## config.mk

```make
export PLATFORM = sky130hd
export DESIGN_NAME = rv32im_instruction_decoder
export DESIGN_NICKNAME = d
export VERILOG_FILES = /design/src/rtl/core/rvd_pkg.sv /design/src/rtl/core/rv32im_instruction_decoder.sv /design/src/rtl/core/rvd_pc_counter.sv /design/src/rtl/core/rvd_decode.sv
export SDC_FILE = /design/constraint.sdc
export NUM_CORES = 1
export LEC_CHECK = 0
export ABC_AREA = 1
export BUFFER_PORTS_ARGS = -buffer_cell sky130_fd_sc_hd__buf_2
export CORE_ASPECT_RATIO = 1.25
export CORE_UTILIZATION = 50
export DETAILED_ROUTE_END_ITERATION = 12
export MAX_ROUTING_LAYER = met4
export PLACE_DENSITY = 0.74
export SLEW_MARGIN = 20
export SYNTH_ARGS = -nofsm -noshare
export SYNTH_HDL_FRONTEND = slang
export SYNTH_SLANG_ARGS = --single-unit
```

## constraint.sdc

```tcl
create_clock -name aclk -period 7.7 [get_ports aclk]
set_input_delay 1.925 -clock aclk [delete_from_list [all_inputs] [get_ports aclk]]
set_output_delay 1.925 -clock aclk [all_outputs]
set_load 0.005 [all_outputs]
```

## src/rtl/core/rvd_pkg.sv

```systemverilog
// Shared types and mnemonic codes for the RV32IM instruction decoder.
`timescale 1ns / 1ps

package rvd_pkg;

    // Mnemonic codes, in the order the decoder reports them.
    localparam logic [5:0] MN_NONE   = 6'd0;
    localparam logic [5:0] MN_MUL    = 6'd1;
    localparam logic [5:0] MN_MULH   = 6'd2;
    localparam logic [5:0] MN_MULHSU = 6'd3;
    localparam logic [5:0] MN_MULHU  = 6'd4;
    localparam logic [5:0] MN_DIV    = 6'd5;
    localparam logic [5:0] MN_DIVU   = 6'd6;
    localparam logic [5:0] MN_REM    = 6'd7;
    localparam logic [5:0] MN_REMU   = 6'd8;
    localparam logic [5:0] MN_ADD    = 6'd9;
    localparam logic [5:0] MN_SUB    = 6'd10;
    localparam logic [5:0] MN_XOR    = 6'd11;
    localparam logic [5:0] MN_OR     = 6'd12;
    localparam logic [5:0] MN_AND    = 6'd13;
    localparam logic [5:0] MN_SLL    = 6'd14;
    localparam logic [5:0] MN_SRL    = 6'd15;
    localparam logic [5:0] MN_SRA    = 6'd16;
    localparam logic [5:0] MN_SLT    = 6'd17;
    localparam logic [5:0] MN_SLTU   = 6'd18;
    localparam logic [5:0] MN_ADDI   = 6'd19;
    localparam logic [5:0] MN_XORI   = 6'd20;
    localparam logic [5:0] MN_ORI    = 6'd21;
    localparam logic [5:0] MN_ANDI   = 6'd22;
    localparam logic [5:0] MN_SLLI   = 6'd23;
    localparam logic [5:0] MN_SRAI   = 6'd24;
    localparam logic [5:0] MN_SRLI   = 6'd25;
    localparam logic [5:0] MN_SLTI   = 6'd26;
    localparam logic [5:0] MN_SLTIU  = 6'd27;
    localparam logic [5:0] MN_LB     = 6'd28;
    localparam logic [5:0] MN_LH     = 6'd29;
    localparam logic [5:0] MN_LW     = 6'd30;
    localparam logic [5:0] MN_LBU    = 6'd31;
    localparam logic [5:0] MN_LHU    = 6'd32;
    localparam logic [5:0] MN_SB     = 6'd33;
    localparam logic [5:0] MN_SH     = 6'd34;
    localparam logic [5:0] MN_SW     = 6'd35;
    localparam logic [5:0] MN_BEQ    = 6'd36;
    localparam logic [5:0] MN_BNE    = 6'd37;
    localparam logic [5:0] MN_BLT    = 6'd38;
    localparam logic [5:0] MN_BGE    = 6'd39;
    localparam logic [5:0] MN_BLTU   = 6'd40;
    localparam logic [5:0] MN_BGEU   = 6'd41;
    localparam logic [5:0] MN_JAL    = 6'd42;
    localparam logic [5:0] MN_JALR   = 6'd43;
    localparam logic [5:0] MN_LUI    = 6'd44;
    localparam logic [5:0] MN_AUIPC  = 6'd45;
    localparam logic [5:0] MN_ECALL  = 6'd46;
    localparam logic [5:0] MN_EBREAK = 6'd47;

    // Decoded fields handed from the decode logic to the result register.
    typedef struct packed {
        logic               recognized;
        logic [5:0]         code;
        logic signed [31:0] immediate;
        logic [31:0]        target;
    } decode_result_t;

endpackage

```

## src/rtl/core/rv32im_instruction_decoder.sv

```systemverilog
// Top level of the RV32IM instruction decoder: input stage, decode, result register.
//
//  Channel  Ports            Direction  Moves
//  s_       valid/ready      in         one 32-bit instruction word per transfer
//  m_       valid/ready      out        one decoded result per transfer
//  cfg_     valid/ready      in         start address; restarts the word counter
//
// Each word passes through the input register and then the result register, and a
// stall on m_ready can hold it in either; one word per cycle is sustained while
// m_ready stays high.
// The pc is formed at input transfer from the start address and the word counter.
// aresetn is synchronous, active low; it clears the valid flags, start address and counter.
// A stall on m_ready holds the result register and back-pressures the input register.
`timescale 1ns / 1ps

module rv32im_instruction_decoder
    import rvd_pkg::*;
(
    input  logic               aclk,
    input  logic               aresetn,
    input  logic               cfg_valid,
    output logic               cfg_ready,
    input  logic [31:0]        cfg_data,
    input  logic               s_valid,
    output logic               s_ready,
    input  logic [31:0]        s_instruction,
    output logic               m_valid,
    input  logic               m_ready,
    output logic [31:0]        m_item_pc,
    output logic               m_recognized,
    output logic [5:0]         m_mnemonic_code,
    output logic [4:0]         m_dest_reg,
    output logic [4:0]         m_src1_reg,
    output logic [4:0]         m_src2_reg,
    output logic signed [31:0] m_immediate,
    output logic [31:0]        m_target
);

    logic           in_valid_reg;
    logic [31:0]    in_instr_reg;
    logic [31:0]    in_pc_reg;
    logic           out_valid_reg;
    logic           out_valid_next;
    logic [31:0]    out_pc_reg;
    logic [14:0]    out_regs_reg;
    decode_result_t out_result_reg;
    logic           in_take;
    logic           out_load;
    logic [31:0]    accept_pc;
    decode_result_t dec_result;

    // Handshake control between the two register stages.
    assign out_load = in_valid_reg && (!out_valid_reg || m_ready);
    assign s_ready  = !in_valid_reg || out_load;
    assign in_take  = s_valid && s_ready;

    rvd_pc_counter u_pc_counter (
        .aclk      (aclk),
        .aresetn   (aresetn),
        .cfg_valid (cfg_valid),
        .cfg_ready (cfg_ready),
        .cfg_data  (cfg_data),
        .advance   (in_take),
        .pc        (accept_pc)
    );

    // Input register: instruction word and its pc.
    always_ff @(posedge aclk) begin
        if (!aresetn) begin
            in_valid_reg <= 1'b0;
        end else if (s_ready) begin
            in_valid_reg <= s_valid;
        end
        if (in_take) begin
            in_instr_reg <= s_instruction;
            in_pc_reg    <= accept_pc;
        end
    end

    rvd_decode u_decode (
        .instruction (in_instr_reg),
        .pc          (in_pc_reg),
        .result      (dec_result)
    );

    // Result register valid: set on load, cleared when the result is taken.
    always_comb begin
        out_valid_next = out_valid_reg;
        if (out_load) begin
            out_valid_next = 1'b1;
        end else if (m_ready) begin
            out_valid_next = 1'b0;
        end
    end

    always_ff @(posedge aclk) begin
        if (!aresetn) begin
            out_valid_reg <= 1'b0;
        end else begin
            out_valid_reg <= out_valid_next;
        end
        if (out_load) begin
            out_pc_reg     <= in_pc_reg;
            out_regs_reg   <= {in_instr_reg[11:7], in_instr_reg[19:15], in_instr_reg[24:20]};
            out_result_reg <= dec_result;
        end
    end

    // Result ports.
    assign m_valid         = out_valid_reg;
    assign m_item_pc       = out_pc_reg;
    assign m_recognized    = out_result_reg.recognized;
    assign m_mnemonic_code = out_result_reg.code;
    assign m_dest_reg      = out_regs_reg[14:10];
    assign m_src1_reg      = out_regs_reg[9:5];
    assign m_src2_reg      = out_regs_reg[4:0];
    assign m_immediate     = out_result_reg.immediate;
    assign m_target        = out_result_reg.target;

endmodule

```

## src/rtl/core/rvd_pc_counter.sv

```systemverilog
// Start address register and word counter that produce the pc of each word.
`timescale 1ns / 1ps

module rvd_pc_counter
    import rvd_pkg::*;
(
    input  logic        aclk,
    input  logic        aresetn,
    input  logic        cfg_valid,
    output logic        cfg_ready,
    input  logic [31:0] cfg_data,
    input  logic        advance,
    output logic [31:0] pc
);

    logic [31:0] start_pc_reg;
    logic [29:0] counter_reg;

    // Configuration is always taken; the user, not the block, keeps it to idle.
    assign cfg_ready = 1'b1;

    // A configuration transfer restarts the count; each accepted word advances it.
    always_ff @(posedge aclk) begin
        if (!aresetn) begin
            start_pc_reg <= 32'd0;
            counter_reg  <= 30'd0;
        end else if (cfg_valid) begin
            start_pc_reg <= cfg_data;
            counter_reg  <= 30'd0;
        end else if (advance) begin
            counter_reg  <= counter_reg + 30'd1;
        end
    end

    // Address of the word being accepted now.
    assign pc = start_pc_reg + {counter_reg, 2'b00};

endmodule

```

## src/rtl/core/rvd_decode.sv

```systemverilog
// Combinational RV32IM decode: mnemonic, immediate and pc-relative target.
`timescale 1ns / 1ps

module rvd_decode
    import rvd_pkg::*;
(
    input  logic [31:0]    instruction,
    input  logic [31:0]    pc,
    output decode_result_t result
);

    // Major opcodes.
    localparam logic [6:0] OP_REG    = 7'b0110011;
    localparam logic [6:0] OP_IMM    = 7'b0010011;
    localparam logic [6:0] OP_LOAD   = 7'b0000011;
    localparam logic [6:0] OP_STORE  = 7'b0100011;
    localparam logic [6:0] OP_BRANCH = 7'b1100011;
    localparam logic [6:0] OP_JAL    = 7'b1101111;
    localparam logic [6:0] OP_JALR   = 7'b1100111;
    localparam logic [6:0] OP_LUI    = 7'b0110111;
    localparam logic [6:0] OP_AUIPC  = 7'b0010111;
    localparam logic [6:0] OP_SYSTEM = 7'b1110011;

    // funct7 selectors.
    localparam logic [6:0] F7_BASE = 7'h00;
    localparam logic [6:0] F7_ALT  = 7'h20;
    localparam logic [6:0] F7_MUL  = 7'h01;

    // ALU funct3 codes, shared by register and immediate forms.
    localparam logic [2:0] F3_ADD  = 3'b000;
    localparam logic [2:0] F3_SLL  = 3'b001;
    localparam logic [2:0] F3_SLT  = 3'b010;
    localparam logic [2:0] F3_SLTU = 3'b011;
    localparam logic [2:0] F3_XOR  = 3'b100;
    localparam logic [2:0] F3_SRL  = 3'b101;
    localparam logic [2:0] F3_OR   = 3'b110;
    localparam logic [2:0] F3_AND  = 3'b111;

    // Load and store widths.
    localparam logic [2:0] F3_B  = 3'b000;
    localparam logic [2:0] F3_H  = 3'b001;
    localparam logic [2:0] F3_W  = 3'b010;
    localparam logic [2:0] F3_BU = 3'b100;
    localparam logic [2:0] F3_HU = 3'b101;

    // Branch conditions.
    localparam logic [2:0] F3_BEQ  = 3'b000;
    localparam logic [2:0] F3_BNE  = 3'b001;
    localparam logic [2:0] F3_BLT  = 3'b100;
    localparam logic [2:0] F3_BGE  = 3'b101;
    localparam logic [2:0] F3_BLTU = 3'b110;
    localparam logic [2:0] F3_BGEU = 3'b111;

    // jalr and the system group both need a zero funct3.
    localparam logic [2:0]  F3_ZERO     = 3'b000;
    localparam logic [11:0] SYS_ECALL   = 12'h000;
    localparam logic [11:0] SYS_EBREAK  = 12'h001;

    logic [6:0]  opcode;
    logic [2:0]  funct3;
    logic [6:0]  funct7;
    logic [4:0]  rd;
    logic [4:0]  rs1;
    logic [31:0] i_imm;
    logic [31:0] s_imm;
    logic [31:0] b_imm;
    logic [31:0] j_imm;
    logic [31:0] shamt;
    logic [31:0] u_imm;
    logic [5:0]  code;
    logic [31:0] imm_sel;
    logic        pc_rel;
    logic        known;
    logic [31:0] sum;

    // Field slicing and immediate formats.
    assign opcode = instruction[6:0];
    assign rd     = instruction[11:7];
    assign funct3 = instruction[14:12];
    assign rs1    = instruction[19:15];
    assign funct7 = instruction[31:25];
    assign i_imm  = {{20{instruction[31]}}, instruction[31:20]};
    assign s_imm  = {{20{instruction[31]}}, instruction[31:25], instruction[11:7]};
    assign b_imm  = {{19{instruction[31]}}, instruction[31], instruction[7],
                     instruction[30:25], instruction[11:8], 1'b0};
    assign j_imm  = {{11{instruction[31]}}, instruction[31], instruction[19:12],
                     instruction[20], instruction[30:21], 1'b0};
    assign shamt  = {27'd0, instruction[24:20]};
    assign u_imm  = {instruction[31:12], 12'd0};

    // Mnemonic and immediate selection by opcode and function fields.
    always_comb begin
        code    = MN_NONE;
        imm_sel = 32'd0;
        pc_rel  = 1'b0;
        unique case (opcode)
            OP_REG: begin
                if (funct7 == F7_MUL) begin
                    code = MN_MUL + {3'd0, funct3};
                end else if (funct7 == F7_BASE) begin
                    unique case (funct3)
                        F3_ADD:  code = MN_ADD;
                        F3_SLL:  code = MN_SLL;
                        F3_SLT:  code = MN_SLT;
                        F3_SLTU: code = MN_SLTU;
                        F3_XOR:  code = MN_XOR;
                        F3_SRL:  code = MN_SRL;
                        F3_OR:   code = MN_OR;
                        F3_AND:  code = MN_AND;
                        default: code = MN_NONE;
                    endcase
                end else if (funct7 == F7_ALT && funct3 == F3_ADD) begin
                    code = MN_SUB;
                end else if (funct7 == F7_ALT && funct3 == F3_SRL) begin
                    code = MN_SRA;
                end
            end
            OP_IMM: begin
                imm_sel = i_imm;
                unique case (funct3)
                    F3_ADD:  code = MN_ADDI;
                    F3_SLT:  code = MN_SLTI;
                    F3_SLTU: code = MN_SLTIU;
                    F3_XOR:  code = MN_XORI;
                    F3_OR:   code = MN_ORI;
                    F3_AND:  code = MN_ANDI;
                    F3_SLL: begin
                        imm_sel = shamt;
                        if (funct7 == F7_BASE) begin
                            code = MN_SLLI;
                        end
                    end
                    F3_SRL: begin
                        imm_sel = shamt;
                        if (funct7 == F7_ALT) begin
                            code = MN_SRAI;
                        end else if (funct7 == F7_BASE) begin
                            code = MN_SRLI;
                        end
                    end
                    default: code = MN_NONE;
                endcase
            end
            OP_LOAD: begin
                imm_sel = i_imm;
                unique case (funct3)
                    F3_B:    code = MN_LB;
                    F3_H:    code = MN_LH;
                    F3_W:    code = MN_LW;
                    F3_BU:   code = MN_LBU;
                    F3_HU:   code = MN_LHU;
                    default: code = MN_NONE;
                endcase
            end
            OP_STORE: begin
                imm_sel = s_imm;
                unique case (funct3)
                    F3_B:    code = MN_SB;
                    F3_H:    code = MN_SH;
                    F3_W:    code = MN_SW;
                    default: code = MN_NONE;
                endcase
            end
            OP_BRANCH: begin
                imm_sel = b_imm;
                pc_rel  = 1'b1;
                unique case (funct3)
                    F3_BEQ:  code = MN_BEQ;
                    F3_BNE:  code = MN_BNE;
                    F3_BLT:  code = MN_BLT;
                    F3_BGE:  code = MN_BGE;
                    F3_BLTU: code = MN_BLTU;
                    F3_BGEU: code = MN_BGEU;
                    default: code = MN_NONE;
                endcase
            end
            OP_JAL: begin
                code    = MN_JAL;
                imm_sel = j_imm;
                pc_rel  = 1'b1;
            end
            OP_JALR: begin
                imm_sel = i_imm;
                if (funct3 == F3_ZERO) begin
                    code = MN_JALR;
                end
            end
            OP_LUI: begin
                code    = MN_LUI;
                imm_sel = u_imm;
            end
            OP_AUIPC: begin
                code    = MN_AUIPC;
                imm_sel = u_imm;
            end
            OP_SYSTEM: begin
                imm_sel = i_imm;
                if (funct3 == F3_ZERO && rd == 5'd0 && rs1 == 5'd0) begin
                    if (instruction[31:20] == SYS_ECALL) begin
                        code = MN_ECALL;
                    end else if (instruction[31:20] == SYS_EBREAK) begin
                        code = MN_EBREAK;
                    end
                end
            end
            default: code = MN_NONE;
        endcase
    end

    // Target adder; an unrecognized word reports zero immediate and target.
    assign sum   = pc + imm_sel;
    assign known = (code != MN_NONE);

    assign result.recognized = known;
    assign result.code       = code;
    assign result.immediate  = known ? imm_sel : 32'sd0;
    assign result.target     = (known && pc_rel) ? sum : 32'd0;

endmodule

```

==> out/summary.txt <==
Skew-Pair Late Insertion Delay: 0.54 ns
Multi-input gate area: 0.00602 mm²
synthesized area: 0.0137 mm²
Critical Path End Type: output port
Switch Pwr: 0.000757 W
internal power: 0.00235 W
DIE WIDTH: 150 µm
grt total ovfl: 0
DP Worst Slack: 3.36 ns
Initial Util: 51.1%
Synth top cells by count: nand2_1 (310), nor2_1 (272), inv_1 (206), edfxtp_1 (182), a21oi_1 (136)
fmax: 230 MHz
drt pass-1 iters: 5
vias: 11900
area share of the largest cell type after synthesis: 39.7%
RSZ-0062 raised after global routing: false
Critical-path top delay cell: buf_2
startpoint types: input port
Layout area overhead: 15.6%
DP Wirelength: 31300 µm
fin nets: 1976
Worst Path Arrival: 2.42 ns
syn_nets: 1780
CP Data Required Time: 5.78 ns
root buffer cell: clkbuf_16
Synth Register Bits: 251
# clock sinks: 251
worst path cell trace: buf_2, inv_1, nand3_1, buf_2
cells after synthesis: 1642
setup bufs post-CTS: 0
count of different cell masters after synthesis: 44
CTS tree: done
# H-tree levels: 1
Port Buffers: 188
Synth area leaders: edfxtp_1 (40%), dfxtp_1 (10%), nand2_1 (8.5%)
Reg area: 0.00685 mm²
Final Slew Violations: 0
Static Leak: 7.15 nW
warnings from Yosys: 0
Total GRT Usage: 29.5%
share of post-route cells with drive strength above 1: 14.3%
Worst slew margin: 28.4%
vias per cell: 5.42
proportion of power drawn by combinational gates: 8.8%
die area: 0.0282 mm²
sequential fraction of the synthesis area: 49.8%
dominant synthesized flop cell: edfxtp_1
crit path max fanout: 3
largest net degree at the start of global routing: 73
first-pass GRT wire length: 62000 µm
Cell Rows: 67
most frequent cell after synthesis: nand2_1
period utilisation layout: 56.4%
drt initial violations: 906
max_cap viols: 0
most used cell, CP: buf_2
Least-Margin Pin Slew: 1.07 ns
initial antenna violation count: 0
Clock Skews: 0.0155 ns
io pins: 190
drt wl/cell: 18.0 µm
Die Height: 187 µm
reg2reg setup slack: 3.43 ns
post-cts resize count: 0
slowest stage delay, CP: 0.15 ns
ys async rst share: 0%
vias in the first global route: 11800
Final Core Density: 59.0%
sequential share of power: 50.5%
CTS max path bufs: 3
Setup CP Type: in -> out
Fin. Hold Viols: 0
Num CTS Buffers: 25
setup_tns: 0 ns
Syn Area/Cell: 8.37 µm²
GPL Wtd Cong: 0.993
final wirelength: 39700 µm
Hold WS: 0.459 ns
drc violations: 0
crit path time final: 4.34 ns
n_diodes: 0
Setup Viol. Count Final: 0
Antenna Nets Post-Route: 0
number of enable flip-flop cells after synthesis: 182
area leader, netlist: edfxtp_1
switching portion of total power: 24.4%
outcome: finished, final reports clean
Reg clk slew, reported paths: 0.06 ns
Clk network pwr share: 40.7%
Hold WC Path Type: reg -> reg
Filler cells: 2434
core area: 0.0269 mm²
post-route setup slack: 3.36 ns
Hold-fix buffers, CTS: 0
Max VDD drop: 211 µV
Power Dens Cells: 195 mW/mm²
-- path summary, 6_finish.rpt --
path                            cells past startpoint                         start            to
worst min register to register                      0  u_pc_counter.start_pc_reg[1]  in_pc_reg[1]
worst max-delay path                                4                       m_ready       s_ready
worst min-delay path                                0  u_pc_counter.start_pc_reg[1]  in_pc_reg[1]
worst max register to register                     16               in_instr_reg[3]  m_target[28]
-- power by group through the flow --
stage | Clock [W] | Sequential [W] | Combinational (W)
after global placement | 0 | 0.00159 | 0.000267
after detailed placement | 0 | 0.00160 | 0.000270
after CTS | 0.00128 | 0.00157 | 0.000273
after global routing | 0.00132 | 0.00157 | 0.000308
after floorplan | 0 | 0.00158 | 0.000175
final | 0.00126 | 0.00157 | 0.000274
-- per-stage QoR --
stage | instances | area, µm² | total power (W)
after floorplan | 1642 | 13800 | 0.00175
after global placement | 2156 | 15000 | 0.00186
after detailed placement | 2156 | 15000 | 0.00186
after CTS | 2202 | 15900 | 0.00312
after global routing | 2202 | 15900 | 0.00320
final | 2202 | 15900 | 0.00310
-- per-layer routing --
metal  up-vias  GRT usage (%)  wire [µm]
met5         -              -          0
met4         0           14.1       2130
met3       108           3.10       2350
met2       423           48.4      18700
met1      5515           36.0      16400
li1       5895              -          -
-- critical path: cells and delay by family --
kind / cells / cell delay (ns)
buffers and inverters: 3 / 0.37
AND/OR/NAND/NOR: 1 / 0.13
-- final cells by class --
type / instances / share of cell area [%]
clock inverter: 18 / 1.28
sequential: 251 / 43.1
tap: 345 / 2.72
multi-input combinational: 1160 / 37.9
clock buffer: 28 / 4.01
timing repair buffer: 192 / 6.11
inverter: 208 / 4.93
-- layout by cell type (no fill, tap or decap), types with 5 or more instances in the layout --
| master | n |
|---|---|
| ha_1 | 67 |
| nand4_1 | 28 |
| dfxtp_1 | 69 |
| edfxtp_1 | 182 |
| nor2_1 | 272 |
| o21bai_1 | 10 |
| xnor2_1 | 18 |
| nor2_2 | 12 |
| o21a_1 | 6 |
| clkinv_1 | 6 |
| nor4_1 | 6 |
| nor3_1 | 35 |
| clkbuf_16 | 25 |
| o21ai_0 | 98 |
| nand3_1 | 78 |
| or2_2 | 5 |
| a21oi_1 | 135 |
| nand2_1 | 310 |
| a21boi_0 | 6 |
| buf_2 | 188 |
| inv_1 | 206 |
| xor2_1 | 28 |
| nand2_2 | 9 |
-- logic make-up after synthesis --
kind of cell	synth area share (%)
fa+ha+maj	6.39
simple gates	23.7
buf+inv	6.53
flops	49.8
other cells	0.0273
xor+xnor	2.93
compound gates	10.6
Power figures use the tool's default switching activity.
